### config.mk
export PLATFORM = sky130hd
export DESIGN_NAME = joystick_axis_scale_radial_deadzone
export DESIGN_NICKNAME = d
export VERILOG_FILES = /design/src/rtl/core/jasrd_pkg.sv /design/src/rtl/core/joystick_axis_scale_radial_deadzone.sv
export SDC_FILE = /design/constraint.sdc
export NUM_CORES = 2
export LEC_CHECK = 0
export BUFFER_PORTS_ARGS = -buffer_cell sky130_fd_sc_hd__buf_2
export CAP_MARGIN = 15
export CORE_UTILIZATION = 35
export CTS_BUF_LIST = sky130_fd_sc_hd__clkbuf_4 sky130_fd_sc_hd__clkbuf_8
export CTS_CLUSTER_DIAMETER = 150
export DETAILED_ROUTE_END_ITERATION = 7
export GPL_ROUTABILITY_DRIVEN = 0
export PLACE_DENSITY = 0.61
export SLEW_MARGIN = 10
export SYNTH_ARGS = -nofsm -noshare
export SYNTH_HDL_FRONTEND = slang
export SYNTH_SLANG_ARGS = --single-unit
### constraint.sdc
create_clock -name clk -period 20.7 [get_ports clk]
set_input_delay 2.07 -clock clk [delete_from_list [all_inputs] [get_ports clk]]
set_output_delay 2.07 -clock clk [all_outputs]
set_load 0.1 [all_outputs]
### src/rtl/core/jasrd_pkg.sv
// ----------------------------------------------------------------------------
// jasrd_pkg
// Shared types, constants and helpers for the joystick axis scaler with a
// radial stick deadzone.
// ----------------------------------------------------------------------------
package jasrd_pkg;

  localparam int NUM_AXES  = 6;
  localparam int AXIS_W    = 3;
  localparam int SAMPLE_W  = 16;
  localparam int DZ_W      = 15;
  localparam int CFG_IDX_W = 2;

  localparam logic [CFG_IDX_W-1:0] CFG_RAW_MIN  = 2'd0;
  localparam logic [CFG_IDX_W-1:0] CFG_RAW_MAX  = 2'd1;
  localparam logic [CFG_IDX_W-1:0] CFG_LEFT_DZ  = 2'd2;
  localparam logic [CFG_IDX_W-1:0] CFG_RIGHT_DZ = 2'd3;

  localparam logic signed [15:0] RAW_MIN_RST = -16'sd32768;
  localparam logic signed [15:0] RAW_MAX_RST = 16'sd32767;
  localparam logic [DZ_W-1:0]    DZ_RST      = 15'd16384;

  localparam logic signed [15:0] Q_MAX = 16'sd32767;
  localparam logic signed [15:0] Q_MIN = -16'sd32768;

  // shared step unit widths
  localparam int REM_W = 34;
  localparam int QUO_W = 17;
  localparam int NB_W  = 32;
  localparam int CNT_W = 5;

  localparam logic [CNT_W-1:0] SCALE_STEPS = 5'd17;
  localparam logic [CNT_W-1:0] DZ_STEPS    = 5'd16;
  localparam logic [CNT_W-1:0] ROOT_STEPS  = 5'd16;

  typedef enum logic [15:0] {
    ST_IDLE  = 16'h0001,
    ST_PREP  = 16'h0002,
    ST_NUMER = 16'h0004,
    ST_DOVF  = 16'h0008,
    ST_DSTEP = 16'h0010,
    ST_DFIN  = 16'h0020,
    ST_STORE = 16'h0040,
    ST_SQX   = 16'h0080,
    ST_SQY   = 16'h0100,
    ST_SUMSQ = 16'h0200,
    ST_ROOT  = 16'h0400,
    ST_ROUND = 16'h0800,
    ST_DZ    = 16'h1000,
    ST_MDEN  = 16'h2000,
    ST_MNUM  = 16'h4000,
    ST_LOAD  = 16'h8000
  } state_t;

  typedef enum logic [1:0] {
    PH_SCALE = 2'd0,
    PH_X     = 2'd1,
    PH_Y     = 2'd2
  } phase_t;

  function automatic logic [15:0] abs16(input logic signed [15:0] v);
    logic [15:0] r;
    r = v[15] ? 16'(-v) : 16'(v);
    return r;
  endfunction

  function automatic logic signed [15:0] sat20(input logic signed [19:0] v);
    logic signed [15:0] r;
    if (v > 20'sd32767) begin
      r = Q_MAX;
    end else if (v < -20'sd32768) begin
      r = Q_MIN;
    end else begin
      r = v[15:0];
    end
    return r;
  endfunction

  // signed Q1.15 from a quotient magnitude and a sign
  function automatic logic signed [15:0] sat_mag(input logic [17:0] q, input logic neg);
    logic signed [15:0] r;
    if (neg) begin
      r = (q > 18'd32768) ? Q_MIN : 16'(-q);
    end else begin
      r = (q > 18'd32767) ? Q_MAX : 16'(q);
    end
    return r;
  endfunction

endpackage

### src/rtl/core/joystick_axis_scale_radial_deadzone.sv
// ----------------------------------------------------------------------------
// joystick_axis_scale_radial_deadzone
// The serial divider runs 17 steps for the scale and 16 per stick
// coordinate, the serial root 16 steps. A new sample word is taken only in
// idle, once the previous result word has been accepted; one step unit is
// shared.
// Reset: sync, clears the sequencer, config to defaults and stick store to 0.
// ----------------------------------------------------------------------------
module joystick_axis_scale_radial_deadzone (
  input  logic                                   clk,
  input  logic                                   rst,
  input  logic                                   cfg_we,
  input  logic [jasrd_pkg::CFG_IDX_W-1:0]        cfg_index,
  input  logic [jasrd_pkg::SAMPLE_W-1:0]         cfg_data,
  input  logic                                   sample_valid,
  output logic                                   sample_stall,
  input  logic [jasrd_pkg::AXIS_W-1:0]           axis_index,
  input  logic signed [jasrd_pkg::SAMPLE_W-1:0]  raw_sample,
  input  logic                                   invert,
  output logic                                   result_valid,
  input  logic                                   result_stall,
  output logic [jasrd_pkg::AXIS_W-1:0]           axis_echo,
  output logic signed [jasrd_pkg::SAMPLE_W-1:0]  scaled_value,
  output logic                                   stick_valid,
  output logic signed [jasrd_pkg::SAMPLE_W-1:0]  stick_x,
  output logic signed [jasrd_pkg::SAMPLE_W-1:0]  stick_y
);

  jasrd_pkg::state_t state, state_next;
  jasrd_pkg::phase_t phase;
  logic [jasrd_pkg::CNT_W-1:0] cnt;

  logic signed [15:0] raw_min, raw_max;
  logic [jasrd_pkg::DZ_W-1:0] left_dz, right_dz;
  logic signed [15:0] axv [4];

  logic [2:0] axis;
  logic signed [15:0] raw;
  logic inv, dneg, ovf, xneg, yneg;
  logic [15:0] ad, rr, ax, ay, mag, mdz, omd;
  logic [jasrd_pkg::REM_W-1:0] rem, dvs, opa, opb;
  logic [jasrd_pkg::NB_W-1:0] nbits;
  logic [jasrd_pkg::QUO_W-1:0] quo;
  logic [31:0] prod, den;
  logic [15:0] mul_a, mul_b;
  logic signed [15:0] val, sx, sy;

  logic [jasrd_pkg::REM_W:0] cand;
  logic ge;
  logic stick, rpos, dz_zero;
  logic signed [16:0] r_full, d_full;
  logic [34:0] shifted, nmag;
  logic [32:0] load_hi;
  logic [17:0] qmag;
  logic signed [19:0] qs, vb, vi;
  logic [jasrd_pkg::DZ_W-1:0] dzsel;
  logic signed [15:0] partner, xs, ys;

  assign stick = ~axis[2];

  // shared subtract/compare unit
  always_comb begin
    case (state)
      jasrd_pkg::ST_DSTEP: begin
        opa = {rem[32:0], nbits[31]};
        opb = dvs;
      end
      jasrd_pkg::ST_ROOT: begin
        opa = {rem[31:0], nbits[31:30]};
        opb = {15'd0, quo, 2'b01};
        end
      jasrd_pkg::ST_ROUND: begin
        opa = {17'd0, quo};
        opb = rem;
      end
      default: begin
        opa = rem;
        opb = dvs;
      end
    endcase
    cand = {1'b0, opa} - {1'b0, opb};
    ge   = ~cand[jasrd_pkg::REM_W];
  end

  // shared multiplier operands
  always_comb begin
    case (state)
      jasrd_pkg::ST_SQY: begin
        mul_a = ay;
        mul_b = ay;
      end
      jasrd_pkg::ST_MDEN: begin
        mul_a = omd;
        mul_b = mag;
      end
      jasrd_pkg::ST_MNUM: begin
        mul_a = (phase == jasrd_pkg::PH_X) ? ax : ay;
        mul_b = mdz;
      end
      default: begin
        mul_a = ax;
        mul_b = ax;
      end
    endcase
  end

  always_comb begin
    r_full  = 17'({raw_max[15], raw_max} - {raw_min[15], raw_min});
    d_full  = 17'({raw[15], raw} - {raw_min[15], raw_min});
    rpos    = ~r_full[16] && (r_full != 17'sd0);
    shifted = stick ? ({19'd0, ad} << 17) : ({19'd0, ad} << 16);
    nmag    = dneg ? (shifted - {19'd0, rr}) : (shifted + {19'd0, rr});
    load_hi = {1'b0, prod} + {17'd0, den[31:16]};
    qmag    = ovf ? 18'h20000 : {1'b0, quo};
    qs      = dneg ? -20'(qmag + 18'(rem != '0)) : 20'(qmag);
    vb      = (stick ? -20'sd32768 : 20'sd0) + qs;
    vi      = inv ? -vb : vb;
    dzsel   = axis[1] ? right_dz : left_dz;
    dz_zero = (quo < {2'd0, dzsel}) || (quo == '0);
    partner = axv[axis[1:0] ^ 2'b01];
    xs      = axis[0] ? partner : val;
    ys      = axis[0] ? val : partner;
  end

  always_comb begin
    state_next = state;
    case (state)
      jasrd_pkg::ST_IDLE:  if (sample_valid) state_next = jasrd_pkg::ST_PREP;
      jasrd_pkg::ST_PREP: begin
        if (axis >= 3'(jasrd_pkg::NUM_AXES)) state_next = jasrd_pkg::ST_LOAD;
        else if (!rpos) state_next = jasrd_pkg::ST_STORE;
        else state_next = jasrd_pkg::ST_NUMER;
      end
      jasrd_pkg::ST_NUMER: state_next = jasrd_pkg::ST_DOVF;
      jasrd_pkg::ST_DOVF:  state_next = ge ? jasrd_pkg::ST_DFIN : jasrd_pkg::ST_DSTEP;
      jasrd_pkg::ST_DSTEP: if (cnt == 5'd1) state_next = jasrd_pkg::ST_DFIN;
      jasrd_pkg::ST_DFIN: begin
        case (phase)
          jasrd_pkg::PH_SCALE: state_next = jasrd_pkg::ST_STORE;
          jasrd_pkg::PH_X:     state_next = jasrd_pkg::ST_MNUM;
          default:             state_next = jasrd_pkg::ST_LOAD;
        endcase
      end
      jasrd_pkg::ST_STORE: state_next = stick ? jasrd_pkg::ST_SQX : jasrd_pkg::ST_LOAD;
      jasrd_pkg::ST_SQX:   state_next = jasrd_pkg::ST_SQY;
      jasrd_pkg::ST_SQY:   state_next = jasrd_pkg::ST_SUMSQ;
      jasrd_pkg::ST_SUMSQ: state_next = jasrd_pkg::ST_ROOT;
      jasrd_pkg::ST_ROOT:  if (cnt == 5'd1) state_next = jasrd_pkg::ST_ROUND;
      jasrd_pkg::ST_ROUND: state_next = jasrd_pkg::ST_DZ;
      jasrd_pkg::ST_DZ:    state_next = dz_zero ? jasrd_pkg::ST_LOAD : jasrd_pkg::ST_MDEN;
      jasrd_pkg::ST_MDEN:  state_next = jasrd_pkg::ST_MNUM;
      jasrd_pkg::ST_MNUM:  state_next = jasrd_pkg::ST_LOAD;
      jasrd_pkg::ST_LOAD: begin
        // LOAD doubles as the output hold state once the word is done
        if (result_valid) begin
          if (!result_stall) state_next = jasrd_pkg::ST_IDLE;
        end else begin
          state_next = jasrd_pkg::ST_DOVF;
        end
      end
      default: state_next = jasrd_pkg::ST_IDLE;
    endcase
  end

  // control state
  always_ff @(posedge clk) begin
    if (rst) begin
      state        <= jasrd_pkg::ST_IDLE;
      phase        <= jasrd_pkg::PH_SCALE;
      cnt          <= '0;
      result_valid <= 1'b0;
      raw_min      <= jasrd_pkg::RAW_MIN_RST;
      raw_max      <= jasrd_pkg::RAW_MAX_RST;
      left_dz      <= jasrd_pkg::DZ_RST;
      right_dz     <= jasrd_pkg::DZ_RST;
      for (int i = 0; i < 4; i++) axv[i] <= '0;
    end else begin
      state <= state_next;
      if (cfg_we) begin
        case (cfg_index)
          jasrd_pkg::CFG_RAW_MIN:  raw_min  <= cfg_data;
          jasrd_pkg::CFG_RAW_MAX:  raw_max  <= cfg_data;
          jasrd_pkg::CFG_LEFT_DZ:  left_dz  <= cfg_data[jasrd_pkg::DZ_W-1:0];
          jasrd_pkg::CFG_RIGHT_DZ: right_dz <= cfg_data[jasrd_pkg::DZ_W-1:0];
          default: ;
        endcase
      end
      case (state)
        jasrd_pkg::ST_PREP: begin
          phase <= jasrd_pkg::PH_SCALE;
          cnt   <= jasrd_pkg::SCALE_STEPS;
          if (axis >= 3'(jasrd_pkg::NUM_AXES)) result_valid <= 1'b1;
        end
        jasrd_pkg::ST_DSTEP, jasrd_pkg::ST_ROOT: cnt <= cnt - 5'd1;
        jasrd_pkg::ST_DFIN: begin
          if (phase == jasrd_pkg::PH_X) begin
            phase <= jasrd_pkg::PH_Y;
            cnt   <= jasrd_pkg::DZ_STEPS;
          end else if (phase == jasrd_pkg::PH_Y) begin
            result_valid <= 1'b1;
          end
        end
        jasrd_pkg::ST_STORE: begin
          if (stick) axv[axis[1:0]] <= val;
          else result_valid <= 1'b1;
        end
        jasrd_pkg::ST_SUMSQ: cnt <= jasrd_pkg::ROOT_STEPS;
        jasrd_pkg::ST_DZ: begin
          phase <= jasrd_pkg::PH_X;
          cnt   <= jasrd_pkg::DZ_STEPS;
          if (dz_zero) result_valid <= 1'b1;
        end
        jasrd_pkg::ST_LOAD: if (result_valid && !result_stall) result_valid <= 1'b0;
        default: ;
      endcase
    end
  end

  // datapath
  always_ff @(posedge clk) begin
    prod <= mul_a * mul_b;
    case (state)
      jasrd_pkg::ST_IDLE: begin
        if (sample_valid) begin
          axis <= axis_index;
          raw  <= raw_sample;
          inv  <= invert;
        end
      end
      jasrd_pkg::ST_PREP: begin
        val  <= '0;
        sx   <= '0;
        sy   <= '0;
        dneg <= d_full[16];
        ad   <= d_full[16] ? 16'(-d_full) : d_full[15:0];
        rr   <= r_full[15:0];
      end
      jasrd_pkg::ST_NUMER: begin
        rem   <= {16'd0, nmag[34:17]};
        nbits <= {nmag[16:0], 15'd0};
        dvs   <= {17'd0, rr, 1'b0};
      end
      jasrd_pkg::ST_DOVF: begin
        ovf <= ge;
        quo <= '0;
      end
      jasrd_pkg::ST_DSTEP: begin
        rem   <= ge ? cand[jasrd_pkg::REM_W-1:0] : opa;
        quo   <= {quo[jasrd_pkg::QUO_W-2:0], ge};
        nbits <= nbits << 1;
      end
      jasrd_pkg::ST_DFIN: begin
        case (phase)
          jasrd_pkg::PH_SCALE: val <= jasrd_pkg::sat20(vi);
          jasrd_pkg::PH_X:     sx  <= jasrd_pkg::sat_mag(qmag, xneg);
          default:             sy  <= jasrd_pkg::sat_mag(qmag, yneg);
        endcase
      end
      jasrd_pkg::ST_STORE: begin
        xneg <= xs[15];
        yneg <= ys[15];
        ax   <= jasrd_pkg::abs16(xs);
        ay   <= jasrd_pkg::abs16(ys);
      end
      jasrd_pkg::ST_SQY:   nbits <= prod;
      jasrd_pkg::ST_SUMSQ: begin
        nbits <= nbits + prod;
        rem   <= '0;
        quo   <= '0;
      end
      jasrd_pkg::ST_ROOT: begin
        rem   <= ge ? cand[jasrd_pkg::REM_W-1:0] : opa;
        quo   <= {quo[jasrd_pkg::QUO_W-2:0], ge};
        nbits <= nbits << 2;
      end
      jasrd_pkg::ST_ROUND: if (!ge) quo <= quo + 17'd1;
      jasrd_pkg::ST_DZ: begin
        mag <= quo[15:0];
        mdz <= quo[15:0] - {1'b0, dzsel};
        omd <= 16'(17'd32768 - {2'd0, dzsel});
      end
      jasrd_pkg::ST_MNUM: if (phase == jasrd_pkg::PH_X) den <= prod;
      jasrd_pkg::ST_LOAD: begin
        if (!result_valid) begin
          rem   <= {1'b0, load_hi};
          nbits <= {den[15:0], 16'd0};
          dvs   <= {1'b0, den, 1'b0};
        end
      end
      default: ;
    endcase
  end

  assign sample_stall = (state != jasrd_pkg::ST_IDLE);
  assign axis_echo    = axis;
  assign scaled_value = val;
  assign stick_valid  = stick;
  assign stick_x      = sx;
  assign stick_y      = sy;

`ifndef ASSERT_OFF
  a_no_quick_result: assert property (@(posedge clk) disable iff (rst)
    (sample_valid && !sample_stall) |=> !result_valid)
    else $error("result raised the cycle after a sample word");

  a_busy_while_out: assert property (@(posedge clk) disable iff (rst)
    result_valid |-> sample_stall)
    else $error("sample taken while a result word waits");

  a_trigger_pair_zero: assert property (@(posedge clk) disable iff (rst)
    (result_valid && !stick_valid) |-> (stick_x == 16'sd0 && stick_y == 16'sd0))
    else $error("stick pair nonzero on a non-stick word");

  a_bad_axis_zero: assert property (@(posedge clk) disable iff (rst)
    (result_valid && axis_echo >= 3'(jasrd_pkg::NUM_AXES)) |-> (scaled_value == 16'sd0))
    else $error("scaled value nonzero for an out of range axis");
`endif

endmodule
======== Yosys cells after proc, flatten, opt, wreduce, memory -nomap -nowiden ========
Memories as Yosys holds them, arrays and structs flattened.
Index checks and enable logic that the tools add are counted.
storage, ports and cells
  register bits ........................... 451
  bits in latches ......................... 0
  bits in writable memories ............... 64
  ROM bits ................................ 0
  output and inout bits ................... 54
  logic and storage cells ................. 211
  memories ................................ 1
memory list
  name  depth  bits a word  read ports  clocked after memory_dff  wr ports  RTL line                                   text
  axv   4      16           1           0                         4         joystick_axis_scale_radial_deadzone.sv:35  logic signed [15:0] axv [4];
operators by class
  $add $sub $neg .......................... 19
  multiply operators ...................... 1
  div/mod/pow operators ................... 0
  $lt $le $gt $ge ......................... 6
  eq/ne operators ......................... 38
  shift operators ......................... 0
  muxes and demuxes ....................... 70
  bitwise gates (word level) .............. 4
  reductions and logical operators ........ 39
operators with widths
  cell                count
  $mux 16             22
  $pmux 16 s16        1
  $pmux 32 s6         1
  $pmux 34 s2         2
  $pmux 34 s4         1
  $pmux 16 s2         4
  $mux 34             3
  $pmux 34 s3         1
  $pmux 16 s3         2
  $neg 16->16         4
  $mux 20             3
  $pmux 17 s3         1
  $mux 15             3
  $mux 35             1
  $sub 34x34->35      1
  $add 33x16->34      1
  $reduce_bool 34->1  1
  $sub 16x16->17      2
  $sub 33x16->34      1
  $add 32x16->33      1
  $mux 33             1
  $add 32x32->32      1
  $mul 16x16->32      1
  $mux 32             1
  other kinds (64)    117

======== Logic depth before layout (Yosys ltp) ========
  word-level depth ........................ 12
  depth in mapped cells ................... 37
  mapped depth without buffers ............ 33

======== Worst setup path after synthesis ========
OpenSTA, ideal clock, no wires.
  path kind ............................... reg-to-reg
  from .................................... register state[15]
  to ...................................... register prod[31]
  setup time .............................. 72 ps
  data arrival time ....................... 8,074 ps
  required time ........................... 20,628 ps
  path slack .............................. 12,554 ps
  stages on the path, launching flop included .. 35
  path buffers ............................ 3
  path through ............................ dfxtp_1 > nor4_1 > and4bb_2 > nand2_1 > nor4b_2 > or3_1 > buf_2 > buf_2 > nor2_1 > a21oi_1 > buf_2 > nand2_1 > fa_1 > inv_1 > fa_1 > inv_1 > fa_1 > inv_1 > fa_1 > fa_1 > inv_1 > fa_1 > inv_1 > ha_1 > a21oi_1 > o21a_1 > o21ai_0 > or3_1 > o21ai_0 > a311oi_1 > o21a_1 > o21ai_0 > nand2b_1 > a21oi_1 > xnor2_1
on the way
  cells in the longest elaborated chain, start to end .. 3
ends and longest elaborated chain
  what                                        RTL line                                    text
  start: declaration                          joystick_axis_scale_radial_deadzone.sv:29   jasrd_pkg::state_t state, state_next;
  start signal: assignment                    joystick_axis_scale_radial_deadzone.sv:168  state <= jasrd_pkg::ST_IDLE;
  start signal: assignment                    joystick_axis_scale_radial_deadzone.sv:178  state <= state_next;
  $eq 16x15->1, or another cell as far along  joystick_axis_scale_radial_deadzone.sv:87   case (state)
  $pmux 16 s3                                 joystick_axis_scale_radial_deadzone.sv:87
  $mul 16x16->32 *                            joystick_axis_scale_radial_deadzone.sv:221  prod <= mul_a * mul_b;
  end signal: assignment                      joystick_axis_scale_radial_deadzone.sv:221
  end: declaration                            joystick_axis_scale_radial_deadzone.sv:44   logic [31:0] prod, den;
Mark *: on every way between the ends. The rest lies on a longest branch, timed or not.
A chain may end at the register's enable or synchronous reset.

======== Worst setup path after layout ========
  from .................................... register state[8]
  to ...................................... register prod[31]
Same word-level chain as after synthesis.

==> results by group <==
Outcome
  – Status: complete, no violations

Clocking
  – H-tree depth: 3
  – Worst-path clk slew: 0.06 ns
  – Clk_lat worst skew: approximately 0.74 ns
  – # Post-CTS Setup Buffers: 0
  – Maximum clock insertion buffer count: 3
  – CTS tree: done
  – Clock tree sinks: 513
  – Post_cts resized: 0
  – Number of buffers created by CTS: a little over 90
  – Root Driver: clkbuf_8
  – Post-CTS Hold Buffers: 0

Critical path
  – Largest stage delay, worst path: 0.79 ns
  – Worst setup EP type: register
  – R2R setup slack: 10.23 ns
  – CP Class: register to register
  – Slowest-stage cell, CP: a21oi_1
  – Cell repeated most along the worst path: fa_1
  – CP required: 21.29 ns
  – Worst Reg-to-Reg Cells: 31
  – Crit-path max FO: between 80 and 90
  – Worst EP arrival: 11.06 ns
  – R2R Path End: prod[31]$_DFF_P_
  – CP Launch Type: register
  – Crit Reg-Reg Startpoint: state[8]$_SDFFE_PP0P_

Cells and area
  – Area of the multi-input gates: 25000 um^2
  – Register Area: 14200 um^2
  – Total Nets Final: roughly 5000
  – Final Util: about two fifths
  – P&R area growth vs syn: 10.1%
  – Share of layout cells above drive strength 1: 9.28%
  – # fillers: 11700

Drt
  – DR iter-0 viols: 3638
  – Final ANT Viol Nets: 0
  – Remaining DRCs: 0
  – DRT Wirelength: 127 mm
  – Routed wire per std cell: about 21 um
  – Routed via count: 34200
  – Vias/cell: 5.57
  – Router iterations before antenna repair: 6

Synthesis
  – Syn_nets: approximately 5000
  – Post-synthesis cell type count: 110
  – Number of synthesized flops with an enable pin: 395
  – Avg Inst Size Synth: 9.21 um^2
  – Synth Flop Type: edfxtp_1
  – Post-synthesis sequential area ratio: roughly a third
  – Mapped Cells: 4487
  – Asr flop ratio synth: 0%
  – #FFs+latches synth: 513
  – Warnings, synthesis: 0
  – Mapped Area: 41300 um^2

Min path
  – Worst Hold End: right_dz[11]$_SDFFE_PP0P_
  – Hold path start: right_dz[11]$_SDFFE_PP0P_
  – Hold depth: 2
  – Hold crit path type: register to register

Floorplanning
  – # IOs: 97
  – Die W: ~350 um
  – Die H: 346 um
  – Die footprint: 119000 um^2
  – Core area: 117000 um^2
  – Site Rows: 125
  – Starting Density: 35.4%

Pwr
  – Sw Ratio: 25.7%
  – Cell Pwr Density: 54.1 nW/um^2
  – Max VDD drop: 0.0537 mV
  – Switching power: 631 uW
  – Design Power: approximately 2.5 mW
  – Comb power frac: 10.4%
  – Seq pwr share: 46.6%
  – LEAKAGE: roughly 18 nW
  – Internal power: 1.83 mW
  – Clock power share: roughly 43%

Timing
  – RSZ-0062 raised after global routing: false
  – Slew of the pin with the lowest slew margin: 1.15 ns
  – Slew margin rel.: between 20% and 30%
  – Fmax: 0.0955 GHz
  – Setup TNS Final: 0 ns
  – Max-slew violations: 0
  – Final hold vios: 0
  – Min Tclk post-route: 10.47 ns
  – Final setup fails: 0
  – Setup Skew: 0.0426 ns
  – Period Utilization, post-route: 50.6%

GRT
  – Pin count of the biggest net entering global routing: 89
  – Global Route Usage Sum: 20.8%
  – Initial antenna violation count: 3
  – First-pass GRT wire length: 194 mm
  – GRT Residual Overflow: 0
  – Vias in the first global route: 32500

Placed design
  – Post-DP HPWL: 95.3 mm
  – Port bufs: 96

Flow run
  – Max-cap violations: 0
## cell type report
cell class / count / area share (%)
Clock inverter: 31 / 0.762
Sequential cell: 513 / 31.3
Antenna cell: 3 / 0.0165
Inverter: 369 / 3.04
Multi-Input combinational cell: 3403 / 54.9
Tap cell: 1524 / 4.19
Clock buffer: 135 / 3.68
Timing Repair Buffer: 161 / 2.13
## synthesized netlist by cell type, drive strengths merged (22+ instances only)
master,number,area (um^2)
a211oi,24,190
a21o,49,369
a21oi,359,1800
a222oi,53,531
a22o,22,193
a22oi,52,395
a31oi,39,250
and2,109,682
and3,53,332
buf,55,288
clkbuf,147,552
dfxtp,118,2360
edfxtp,395,11900
fa,201,4020
ha,285,3570
inv,366,1370
mux2i,61,636
nand2,633,2380
nand2b,31,194
nand3,67,340
nand3b,24,180
nor2,376,1410
nor2b,33,216
nor3,64,325
nor4,23,150
o21a,31,233
o21ai,192,1000
o21bai,29,218
o22a,22,193
or3,35,219
xnor2,155,1370
xor2,99,867
## power by group through the flow
| stage | logic (mW) | clock network [mW] | registers (mW) |
|---|---|---|---|
| floorplan | 0.174 | 0 | 1.18 |
| detailed placement | 0.254 | 0 | 1.17 |
| global placement | 0.252 | 0 | 1.17 |
| global route | 0.280 | 1.12 | 1.15 |
| finish | 0.256 | 1.06 | 1.15 |
| CTS | 0.255 | 1.08 | 1.15 |
## sequential cells by signal, indices dropped and copies added (netlist names), 17 cells and up
name and cells:
axv 64, rem 34, den 32, dvs 32
nbits 32, prod 32, quo 17
## placed cells by master, fill, tap and decap left out, types with 31 or more instances in the layout
cell type and instances:
nand2_1 633, edfxtp_1 395, nor2_1 370, inv_1 365, a21oi_1 358, ha_1 285, fa_1 201, o21ai_0 171
xnor2_1 154, dfxtp_1 118, and2_1 109, clkbuf_8 106, xor2_1 99, buf_2 96, nand3_1 66, buf_4 65
nor3_1 62, mux2i_1 59, and3_1 53, a222oi_1 53, a22oi_1 51, a21o_1 48, a31oi_1 38, or3_1 34
nand2b_1 31, nor2b_1 31, o21a_1 31
## worst max path at each step
stage,start,end,cells past startpoint
after floorplan,state[15]$_SDFFE_PP0P_,prod[31]$_DFF_P_,34
after global placement,state[8]$_SDFFE_PP0P_,prod[31]$_DFF_P_,31
after detailed placement,state[8]$_SDFFE_PP0P_,prod[31]$_DFF_P_,31
after CTS,state[8]$_SDFFE_PP0P_,prod[31]$_DFF_P_,31
after global routing,state[8]$_SDFFE_PP0P_,prod[31]$_DFF_P_,31
final,state[8]$_SDFFE_PP0P_,prod[31]$_DFF_P_,31
## metal layers
layer | track usage [%] | vias up | wire length, um
li1 | - | 16000 | -
met1 | 28.1 | 16500 | 54800
met2 | 32.6 | 1444 | 56700
met3 | 3.51 | 249 | 10200
met4 | 8.75 | 0 | 5310
met5 | 0 | - | 0
## critical path, delay by kind of cell (launching register included)
kind,cells,cell delay (ns)
compound gates,9,3.00
xor+xnor,1,0.12
fa+ha+maj,7,3.40
buf+inv,4,0.74
flops,1,0.39
simple gates,10,2.58
## logic make-up (layout without fill, tap and decap cells)
kind of cell / after synthesis / in the layout / share of synthesized area [%]
DFF: 513 / 513 / 34.4
muxes: 82 / 82 / 2.55
buffers and inverters: 571 / 696 / 5.38
adders and majority gates: 486 / 486 / 18.4
other: 0 / 3 / 0
AOI/OAI and AO/OA: 1036 / 1036 / 16.4
xor gates and xnor gates: 254 / 254 / 5.40
and+or+nand+nor: 1545 / 1545 / 17.5
## metrics by stage
stage,area [um^2],setup slack [ns],hold slack [ns],std cells
6_report,45500,10.23,0.455,6139
3_5_place_dp,43500,10.22,0.447,5969
2_1_floorplan,41300,12.55,0.436,4487
3_3_place_gp,43500,10.53,0.443,5969
5_1_grt,45500,9.61,0.473,6138
4_1_cts,45500,10.16,0.455,6135
Note: power is estimated with default switching activity, not from simulation.
